[src/hdl/assert_macros.svh]
// assertion macros used by the sequencer
// no dependencies; clocked on clk, disabled while rst_n is low
`ifndef ASSERT_MACROS_SVH
`define ASSERT_MACROS_SVH

// property that must hold at every clock edge
`define MMM_ASSERT(label, prop, msg) \
    label: assert property (@(posedge clk) disable iff (!rst_n) (prop)) else $error(msg);

// same-cycle implication
`define MMM_ASSERT_IMP(label, ante, cons, msg) \
    label: assert property (@(posedge clk) disable iff (!rst_n) (ante) |-> (cons)) \
        else $error(msg);

// next-cycle implication
`define MMM_ASSERT_NXT(label, ante, cons, msg) \
    label: assert property (@(posedge clk) disable iff (!rst_n) (ante) |=> (cons)) \
        else $error(msg);

`endif

[src/hdl/mmm_pkg.sv]
// types and constants of the mdio management master
// no dependencies; used by every module of the block
package mmm_pkg;

    // opcodes of an input beat
    localparam logic [1:0] OP_TICK  = 2'd0;
    localparam logic [1:0] OP_READ  = 2'd1;
    localparam logic [1:0] OP_WRITE = 2'd2;

    // frame fields
    localparam int          PREAMBLE_BITS = 32;
    localparam int          BIT_CNT_W     = 6;
    localparam logic [3:0]  HDR_READ      = 4'b0110;   // start 01, opcode 10
    localparam logic [3:0]  HDR_WRITE     = 4'b0101;   // start 01, opcode 01
    localparam logic [1:0]  TA_WRITE      = 2'b10;
    localparam int          HDR_BITS_RD   = 14;
    localparam int          HDR_BITS_WR   = 32;
    localparam int          DATA_BITS     = 16;
    localparam logic [7:0]  HALF_RESET    = 8'd1;

    // classified beat handed from front to back
    typedef struct packed {
        logic        is_cmd;
        logic        is_read;
        logic [31:0] send;
        logic        din;
    } cmd_t;

    // result beat
    typedef struct packed {
        logic        mdc;
        logic        mdio_out;
        logic        mdio_oe;
        logic        busy;
        logic        done;
        logic [15:0] read_data;
        logic        rejected;
    } res_t;

endpackage

[src/hdl/mmm_cmd_queue.sv]
// front end: classifies input beats and queues them for the sequencer
// depends on mmm_pkg
module mmm_cmd_queue (
    input  logic               clk,
    input  logic               rst_n,
    input  logic               push,
    output logic               full,
    input  logic [1:0]         opcode,
    input  logic [4:0]         phy_id,
    input  logic [4:0]         reg_addr,
    input  logic [15:0]        write_data,
    input  logic               mdio_in,
    output logic               cmd_valid,
    output mmm_pkg::cmd_t      cmd,
    input  logic               cmd_pop
);

    mmm_pkg::cmd_t cls;
    mmm_pkg::cmd_t slot_reg [2];
    logic          wr_ptr_reg, wr_ptr_next;
    logic          rd_ptr_reg, rd_ptr_next;
    logic [1:0]    count_reg, count_next;
    logic          do_push, do_pop;

    // classify opcode and build the frame word
    always_comb
    begin
        cls.is_cmd  = (opcode == mmm_pkg::OP_READ) || (opcode == mmm_pkg::OP_WRITE);
        cls.is_read = (opcode == mmm_pkg::OP_READ);
        cls.din     = mdio_in;
        if (cls.is_read)
        begin
            cls.send = {mmm_pkg::HDR_READ, phy_id, reg_addr, 18'd0};
        end
        else
        begin
            cls.send = {mmm_pkg::HDR_WRITE, phy_id, reg_addr, mmm_pkg::TA_WRITE,
                        write_data};
        end
    end

    assign full      = (count_reg == 2'd2);
    assign cmd_valid = (count_reg != 2'd0);
    assign cmd       = slot_reg[rd_ptr_reg];
    assign do_push   = push && !full;
    assign do_pop    = cmd_pop && cmd_valid;

    // pointer and count update
    always_comb
    begin
        wr_ptr_next = do_push ? ~wr_ptr_reg : wr_ptr_reg;
        rd_ptr_next = do_pop ? ~rd_ptr_reg : rd_ptr_reg;
        count_next  = count_reg + {1'b0, do_push} - {1'b0, do_pop};
    end

    always_ff @(posedge clk or negedge rst_n)
    begin
        if (!rst_n)
        begin
            wr_ptr_reg <= 1'b0;
            rd_ptr_reg <= 1'b0;
            count_reg  <= 2'd0;
        end
        else
        begin
            wr_ptr_reg <= wr_ptr_next;
            rd_ptr_reg <= rd_ptr_next;
            count_reg  <= count_next;
        end
    end

    // queue storage
    always_ff @(posedge clk)
    begin
        if (do_push)
        begin
            slot_reg[wr_ptr_reg] <= cls;
        end
    end

endmodule

[src/hdl/mmm_sequencer.sv]
// back end: mdio frame sequencer, one classified beat per cycle while one is queued and the result queue has room
// depends on mmm_pkg and assert_macros.svh
`include "assert_macros.svh"

module mmm_sequencer (
    input  logic               clk,
    input  logic               rst_n,
    input  logic [7:0]         half_period,
    input  logic               cmd_valid,
    input  mmm_pkg::cmd_t      cmd,
    output logic               cmd_pop,
    input  logic               res_room,
    output logic               res_push,
    output mmm_pkg::res_t      res
);

    localparam logic [2:0] PH_IDLE     = 3'd0;
    localparam logic [2:0] PH_PREAMBLE = 3'd1;
    localparam logic [2:0] PH_SHIFT    = 3'd2;
    localparam logic [2:0] PH_TURN     = 3'd3;
    localparam logic [2:0] PH_READ     = 3'd4;
    localparam logic [2:0] PH_END      = 3'd5;

    localparam int BW = mmm_pkg::BIT_CNT_W;

    logic [2:0]    phase_reg, phase_next;
    logic [BW-1:0] bitc_reg, bitc_next;
    logic [31:0]   send_reg, send_next;
    logic [15:0]   recv_reg, recv_next;
    logic [15:0]   last_reg, last_next;
    logic          clk_reg, clk_next;
    logic          oe_reg, oe_next;
    logic          rd_reg, rd_next;
    logic [7:0]    tick_reg, tick_next;

    logic          advance;
    logic          start;
    logic          done;
    logic [7:0]    hp;
    logic [BW:0]   n;
    logic [8:0]    tick_inc;

    assign advance  = cmd_valid && res_room;
    assign cmd_pop  = advance;
    assign res_push = advance;
    assign start    = cmd.is_cmd && (phase_reg == PH_IDLE);
    assign hp       = (half_period == 8'd0) ? 8'd1 : half_period;
    assign n        = {1'b0, bitc_reg} + {{BW{1'b0}}, 1'b1};
    assign tick_inc = {1'b0, tick_reg} + 9'd1;

    // frame state update for one beat
    always_comb
    begin
        phase_next = phase_reg;
        bitc_next  = bitc_reg;
        send_next  = send_reg;
        recv_next  = recv_reg;
        last_next  = last_reg;
        clk_next   = clk_reg;
        oe_next    = oe_reg;
        rd_next    = rd_reg;
        tick_next  = tick_reg;
        done       = 1'b0;
        if (start)
        begin
            rd_next    = cmd.is_read;
            send_next  = cmd.send;
            phase_next = PH_PREAMBLE;
            bitc_next  = '0;
            tick_next  = 8'd0;
            clk_next   = 1'b0;
            oe_next    = 1'b1;
            recv_next  = 16'd0;
        end
        else if (phase_reg != PH_IDLE)
        begin
            if (tick_inc < {1'b0, hp})
            begin
                tick_next = tick_inc[7:0];
            end
            else
            begin
                tick_next = 8'd0;
                if (!clk_reg)
                begin
                    // rising half: sample read data
                    if (phase_reg == PH_READ)
                    begin
                        recv_next = {recv_reg[14:0], cmd.din};
                    end
                    clk_next = 1'b1;
                end
                else
                begin
                    // falling half: end of bit slot
                    clk_next = 1'b0;
                    case (phase_reg)
                        PH_PREAMBLE:
                        begin
                            if (n >= (BW+1)'(mmm_pkg::PREAMBLE_BITS))
                            begin
                                phase_next = PH_SHIFT;
                                bitc_next  = '0;
                            end
                            else
                            begin
                                bitc_next = n[BW-1:0];
                            end
                        end
                        PH_SHIFT:
                        begin
                            send_next = {send_reg[30:0], 1'b0};
                            if (n >= (rd_reg ? (BW+1)'(mmm_pkg::HDR_BITS_RD)
                                             : (BW+1)'(mmm_pkg::HDR_BITS_WR)))
                            begin
                                bitc_next = '0;
                                if (rd_reg)
                                begin
                                    phase_next = PH_TURN;
                                    oe_next    = 1'b0;
                                end
                                else
                                begin
                                    phase_next = PH_END;
                                end
                            end
                            else
                            begin
                                bitc_next = n[BW-1:0];
                            end
                        end
                        PH_TURN:
                        begin
                            phase_next = PH_READ;
                            bitc_next  = '0;
                        end
                        PH_READ:
                        begin
                            if (n >= (BW+1)'(mmm_pkg::DATA_BITS))
                            begin
                                last_next  = recv_reg;
                                phase_next = PH_END;
                                bitc_next  = '0;
                                oe_next    = 1'b1;
                            end
                            else
                            begin
                                bitc_next = n[BW-1:0];
                            end
                        end
                        PH_END:
                        begin
                            phase_next = PH_IDLE;
                            bitc_next  = '0;
                            oe_next    = 1'b1;
                            done       = 1'b1;
                        end
                        default:
                        begin
                            phase_next = PH_IDLE;
                            bitc_next  = '0;
                            oe_next    = 1'b1;
                        end
                    endcase
                end
            end
        end
    end

    // result beat from the state after this beat
    always_comb
    begin
        res.mdc       = clk_next;
        res.mdio_oe   = oe_next;
        if (!oe_next)
        begin
            res.mdio_out = 1'b0;
        end
        else if (phase_next == PH_SHIFT)
        begin
            res.mdio_out = send_next[31];
        end
        else
        begin
            res.mdio_out = 1'b1;
        end
        res.busy      = (phase_next != PH_IDLE);
        res.done      = done;
        res.read_data = last_next;
        res.rejected  = cmd.is_cmd && !start;
    end

    always_ff @(posedge clk or negedge rst_n)
    begin
        if (!rst_n)
        begin
            phase_reg <= PH_IDLE;
            bitc_reg  <= '0;
            send_reg  <= 32'd0;
            recv_reg  <= 16'd0;
            last_reg  <= 16'd0;
            clk_reg   <= 1'b0;
            oe_reg    <= 1'b1;
            rd_reg    <= 1'b0;
            tick_reg  <= 8'd0;
        end
        else if (advance)
        begin
            phase_reg <= phase_next;
            bitc_reg  <= bitc_next;
            send_reg  <= send_next;
            recv_reg  <= recv_next;
            last_reg  <= last_next;
            clk_reg   <= clk_next;
            oe_reg    <= oe_next;
            rd_reg    <= rd_next;
            tick_reg  <= tick_next;
        end
    end

    // checks
    `MMM_ASSERT_IMP(idle_quiet_a, phase_reg == PH_IDLE,
        !clk_reg && oe_reg && (tick_reg == 8'd0), "idle sequencer not at rest")
    `MMM_ASSERT_IMP(release_phase_a, !oe_reg,
        (phase_reg == PH_TURN) || (phase_reg == PH_READ), "mdio released outside read")
    `MMM_ASSERT_IMP(read_count_a, phase_reg == PH_READ,
        bitc_reg < BW'(mmm_pkg::DATA_BITS), "read bit count overrun")
    `MMM_ASSERT_NXT(done_idle_a, advance && done,
        phase_reg == PH_IDLE, "frame done but sequencer still busy")

endmodule

[src/hdl/mmm_result_queue.sv]
// result queue between the sequencer and the result port
// depends on mmm_pkg
module mmm_result_queue (
    input  logic               clk,
    input  logic               rst_n,
    input  logic               res_push,
    input  mmm_pkg::res_t      res_in,
    output logic               res_room,
    output logic               empty,
    input  logic               pop,
    output mmm_pkg::res_t      res_out
);

    mmm_pkg::res_t slot_reg [2];
    logic          wr_ptr_reg, wr_ptr_next;
    logic          rd_ptr_reg, rd_ptr_next;
    logic [1:0]    count_reg, count_next;
    logic          do_push, do_pop;

    assign res_room = (count_reg != 2'd2);
    assign empty    = (count_reg == 2'd0);
    assign res_out  = slot_reg[rd_ptr_reg];
    assign do_push  = res_push && res_room;
    assign do_pop   = pop && !empty;

    // pointer and count update
    always_comb
    begin
        wr_ptr_next = do_push ? ~wr_ptr_reg : wr_ptr_reg;
        rd_ptr_next = do_pop ? ~rd_ptr_reg : rd_ptr_reg;
        count_next  = count_reg + {1'b0, do_push} - {1'b0, do_pop};
    end

    always_ff @(posedge clk or negedge rst_n)
    begin
        if (!rst_n)
        begin
            wr_ptr_reg <= 1'b0;
            rd_ptr_reg <= 1'b0;
            count_reg  <= 2'd0;
        end
        else
        begin
            wr_ptr_reg <= wr_ptr_next;
            rd_ptr_reg <= rd_ptr_next;
            count_reg  <= count_next;
        end
    end

    // queue storage
    always_ff @(posedge clk)
    begin
        if (do_push)
        begin
            slot_reg[wr_ptr_reg] <= res_in;
        end
    end

endmodule

[src/hdl/mdio_management_master.sv]
// path: a beat waits in the command queue until the sequencer takes it; its result is
// registered in the result queue and shows on the result ports until it is popped
// throughput: one beat per cycle; the sequencer takes one queued beat each cycle
// that the result queue has room; each beat taken during a frame moves mdc by one tick
// reset: rst_n low clears both queues, idles the sequencer with mdio enabled,
// and sets the half period to one tick
module mdio_management_master (
    input  logic        clk,
    input  logic        rst_n,
    input  logic        push,
    output logic        full,
    input  logic [1:0]  opcode,
    input  logic [4:0]  phy_id,
    input  logic [4:0]  reg_addr,
    input  logic [15:0] write_data,
    input  logic        mdio_in,
    output logic        empty,
    input  logic        pop,
    output logic        mdc,
    output logic        mdio_out,
    output logic        mdio_oe,
    output logic        busy_res,
    output logic        done_res,
    output logic [15:0] read_data,
    output logic        cmd_rejected,
    input  logic        cfg_we,
    input  logic [7:0]  cfg_wdata
);

    logic [7:0]    half_reg, half_next;
    logic          cmd_valid, cmd_pop;
    mmm_pkg::cmd_t cmd;
    logic          res_room, res_push;
    mmm_pkg::res_t res_in, res_out;

    // half period register
    assign half_next = cfg_we ? cfg_wdata : half_reg;

    always_ff @(posedge clk or negedge rst_n)
    begin
        if (!rst_n)
        begin
            half_reg <= mmm_pkg::HALF_RESET;
        end
        else
        begin
            half_reg <= half_next;
        end
    end

    mmm_cmd_queue u_front (
        .clk        (clk),
        .rst_n      (rst_n),
        .push       (push),
        .full       (full),
        .opcode     (opcode),
        .phy_id     (phy_id),
        .reg_addr   (reg_addr),
        .write_data (write_data),
        .mdio_in    (mdio_in),
        .cmd_valid  (cmd_valid),
        .cmd        (cmd),
        .cmd_pop    (cmd_pop)
    );

    mmm_sequencer u_back (
        .clk         (clk),
        .rst_n       (rst_n),
        .half_period (half_reg),
        .cmd_valid   (cmd_valid),
        .cmd         (cmd),
        .cmd_pop     (cmd_pop),
        .res_room    (res_room),
        .res_push    (res_push),
        .res         (res_in)
    );

    mmm_result_queue u_out (
        .clk      (clk),
        .rst_n    (rst_n),
        .res_push (res_push),
        .res_in   (res_in),
        .res_room (res_room),
        .empty    (empty),
        .pop      (pop),
        .res_out  (res_out)
    );

    // result fields
    assign mdc          = res_out.mdc;
    assign mdio_out     = res_out.mdio_out;
    assign mdio_oe      = res_out.mdio_oe;
    assign busy_res     = res_out.busy;
    assign done_res     = res_out.done;
    assign read_data    = res_out.read_data;
    assign cmd_rejected = res_out.rejected;

endmodule
[config.mk]
export PLATFORM = sky130hd
export DESIGN_NAME = mdio_management_master
export DESIGN_NICKNAME = d
export VERILOG_FILES = /design/src/hdl/mmm_pkg.sv /design/src/hdl/mmm_cmd_queue.sv /design/src/hdl/mmm_sequencer.sv /design/src/hdl/mmm_result_queue.sv /design/src/hdl/mdio_management_master.sv
export VERILOG_INCLUDE_DIRS = /design/src /design/src/hdl
export SDC_FILE = /design/constraint.sdc
export NUM_CORES = 1
export LEC_CHECK = 0
export ABC_AREA = 1
export BUFFER_PORTS_ARGS = -buffer_cell sky130_fd_sc_hd__buf_2
export CORE_MARGIN = 8
export CORE_UTILIZATION = 40
export CTS_CLUSTER_DIAMETER = 50
export DETAILED_ROUTE_END_ITERATION = 8
export GPL_TIMING_DRIVEN = 0
export PLACE_DENSITY = 0.57
export SYNTH_ARGS = -nofsm -noshare
export SYNTH_HDL_FRONTEND = slang
export SYNTH_SLANG_ARGS = --single-unit
[constraint.sdc]
create_clock -name clk -period 3.3 [get_ports clk]
set_input_delay 0.495 -clock clk [delete_from_list [all_inputs] [get_ports clk]]
set_output_delay 0.495 -clock clk [all_outputs]
set_load 0.01 [all_outputs]
==> flow_summary.json <==
{
  "root_buffer": "clkbuf_16",
  "hold_violations": 0,
  "power_density_mw_per_mm2": 900,
  "busiest_layer": "met2",
  "finish.utilization_pct": 47.6,
  "largest_reg_flops": 60,
  "synth-edff-count": 104,
  "fin_skew_ps": 7.38,
  "ctsHtreeMaxLevel": 1,
  "gp_congestion": 0.781,
  "viasPerCell": 4.64,
  "fin_nets": 1123,
  "worst_pin_slew_ps": 891,
  "die_area_mm2": 0.0285,
  "numPortBuffers": 65,
  "rsz0062_at_grt": "false",
  "core_mm2": 0.0232,
  "clock_sinks": 204,
  "dr.pass1.iters": 4,
  "maxSlewViolCount": 0,
  "antenna_found_initial": 0,
  "period_minus_slack_ps": 2990,
  "synth_largest_area_cell": "edfxtp_1",
  "yosysWarnings": 0,
  "setup_tns_ps": 0,
  "overflow": 0,
  "syn_to_final_growth_pct": 18.2,
  "num_io_pins": 66,
  "synthTopCellsByCount": "nand2_1 (254), inv_1 (119), edfxtp_1 (104), dfrtp_1 (98), nor2_1 (67)",
  "n_antenna_cell": 0,
  "drt_iter0_markers": 387,
  "cts_hold_buf": 0,
  "finalWirelength_mm": 19.3,
  "synthCells": 966,
  "yosysSeqAreaShare_pct": 60.3,
  "maxCapViolCount": 0,
  "syn-num-nets": 1026,
  "synth_area_leaders": "edfxtp_1 (33%), dfrtp_1 (26%), nand2_1 (10%), inv_1 (4.8%), o21ai_0 (3.3%)",
  "clock_latency_ps": 520,
  "fp.dieW_um": 169,
  "place_ws_ps": 315,
  "fin_crit_sh_pct": 90.5,
  "required_ps": 3550,
  "total_power_w": 0.00993,
  "grt_max_degree": 61,
  "max_freq_mhz": 335,
  "wl_per_cell_um": 13.8,
  "grt_use_met3_pct": 2.26,
  "slew_headroom_pct": 39.8,
  "met2_usage_pct": 22.4,
  "setup_viol": 0,
  "yosys.area.top_type_share_pct": 33.5,
  "clk_pin_slew_ps": 60,
  "ys_seq_elements": 204,
  "num_rows": 56,
  "worstSetupPathType": "flip-flop to flip-flop",
  "grtUsageTotal_pct": 13.7,
  "cts_tree": "done",
  "worst_ir_drop_vdd_mv": 0.462,
  "ys.flop_type": "edfxtp_1",
  "grt_pass1_wl_mm": 32.2,
  "status": "finished clean",
  "cpPeakStageDelay_ps": 380,
  "final.setup.worst_slack_ps": 312,
  "cp-end-kind": "flip-flop",
  "drc": 0,
  "crit_path_start_kind": "flip-flop",
  "synth_most_common_cell": "nand2_1",
  "synth_cell_types": 43,
  "crit_fanout": 10,
  "hold_path.class": "primary input to asynchronous set/reset pin",
  "via_count": 6501,
  "synth_area_mm2": 0.00934,
  "antenna_left": 0,
  "ctsLongestPathBuffers": 3,
  "grt_use_met1_pct": 18.6,
  "cpMaxStageDelayCell": "dfrtp_1",
  "start_util_pct": 40.3,
  "cts_made_buffers": 25,
  "grt_pass1_vias": 6377,
  "hpwlAfterDp_mm": 13.4,
  "cp.arrival_ps": 3240,
  "power.leakage_nw": 4.96,
  "die_h_um": 169,
  "postSynthAreaPerCell_um2": 9.66,
  "async_flop_share_pct": 49.0,
  "drive_above_1_share_pct": 17.7,
  "crit_chain": "inv_1 -> nor3_1 -> inv_1 -> nor2_1 -> inv_1 -> nor2_1 -> nand2_1 -> xor2_1 -> ha_1 -> nand3_2 -> nor2_1 -> nand2_1 -> nand2_4 -> nand2_4 -> inv_4 -> nand3_4 -> buf_4 -> nand2_1 -> o21ai_2"
}
per-stage QoR:
step	std cells	instance area, um2	hold WS [ps]
floorplan	966	9340	199
global placement	1350	10100	461
detailed placement	1355	10200	467
CTS	1401	11000	105
global route	1401	11000	133
finish	1401	11000	83.2
cells in the final DEF, fill, tap and decap left out, types with 3 or more instances in the layout:
| master | count |
|---|---|
| buf_2 | 72 |
| a21oi_1 | 32 |
| o21ai_2 | 21 |
| inv_1 | 119 |
| edfxtp_1 | 104 |
| nor2_4 | 6 |
| nand3_1 | 40 |
| nor2_1 | 62 |
| buf_12 | 3 |
| xor2_1 | 9 |
| bufinv_16 | 4 |
| dfrtp_1 | 98 |
| xnor2_1 | 3 |
| o21ai_0 | 61 |
| o211ai_1 | 3 |
| nand2_1 | 254 |
| clkbuf_1 | 19 |
| ha_1 | 18 |
| clkinv_2 | 6 |
| buf_4 | 7 |
| clkbuf_16 | 25 |
| nor2_2 | 6 |
| o21ai_1 | 41 |
| inv_2 | 10 |
| o31ai_1 | 3 |
| buf_6 | 7 |
| nand4_1 | 6 |
| nand2_4 | 4 |
area by class of cell:
class	count	area, um2
sequential	204	5630
fill	2204	12200
clock buffer	29	661
tap	319	399
multi-input combinational	593	3010
clock inverter	17	201
timing repair buffer	70	418
inverter	130	490
buffer	39	231
power breakdown:
group | internal, W | switching (W) | leakage [nW]
clock | 0.00175 | 0.00106 | 0.423
sequential | 0.00353 | 0.000252 | 2.30
combinational | 0.00107 | 0.00227 | 2.24
worst max-delay path, delay by kind of cell (launching register included):
family          cells  cell delay (ps)
compound gates      1               90
xor+xnor            1              160
fa+ha+maj           1              330
buf+inv             5              530
flops               1              380
simple gates       11             1210
cells by family (layout without fill, tap and decap cells):
logic type | Yosys count | in the layout | synth area share [%]
fa+ha+maj | 18 | 18 | 2.41
simple gates | 390 | 390 | 17.8
mux | 3 | 3 | 0.335
flops | 204 | 204 | 60.3
xor+xnor | 12 | 12 | 1.13
buf+inv | 169 | 285 | 7.73
compound gates | 170 | 170 | 10.3
metal layers:
metal,part of all wire [%],up-vias
met3,3.8,24
met1,49,3029
met5,0,-
li1,-,3339
met4,2.1,0
met2,45,109
path summary, 6_finish.rpt:
check	start	endpoint	slack (ps)	cells after the start
setup / recovery	u_back.tick_reg[2]	u_out.slot_reg[1][6]	310	19
hold / removal	rst_n	u_back.send_reg[22]	80	1
setup reg to reg	u_back.tick_reg[2]	u_out.slot_reg[1][6]	310	19
hold reg to reg	u_back.last_reg[10]	u_back.last_reg[10]	480	2
max in group asynchronous	rst_n	u_back.last_reg[9]	2500	2
min in group clk	phy_id[1]	u_front.slot_reg[0][25]	160	1
what timing repair did:
item / 4_1_cts / 5_1_grt
resized for setup: 0 / 1
endpoints found under the hold margin: 0 / 0
setup endpoints to repair: 0 / 2
setup buffers: 0 / 0
Note: power is estimated with default switching activity, not from simulation.
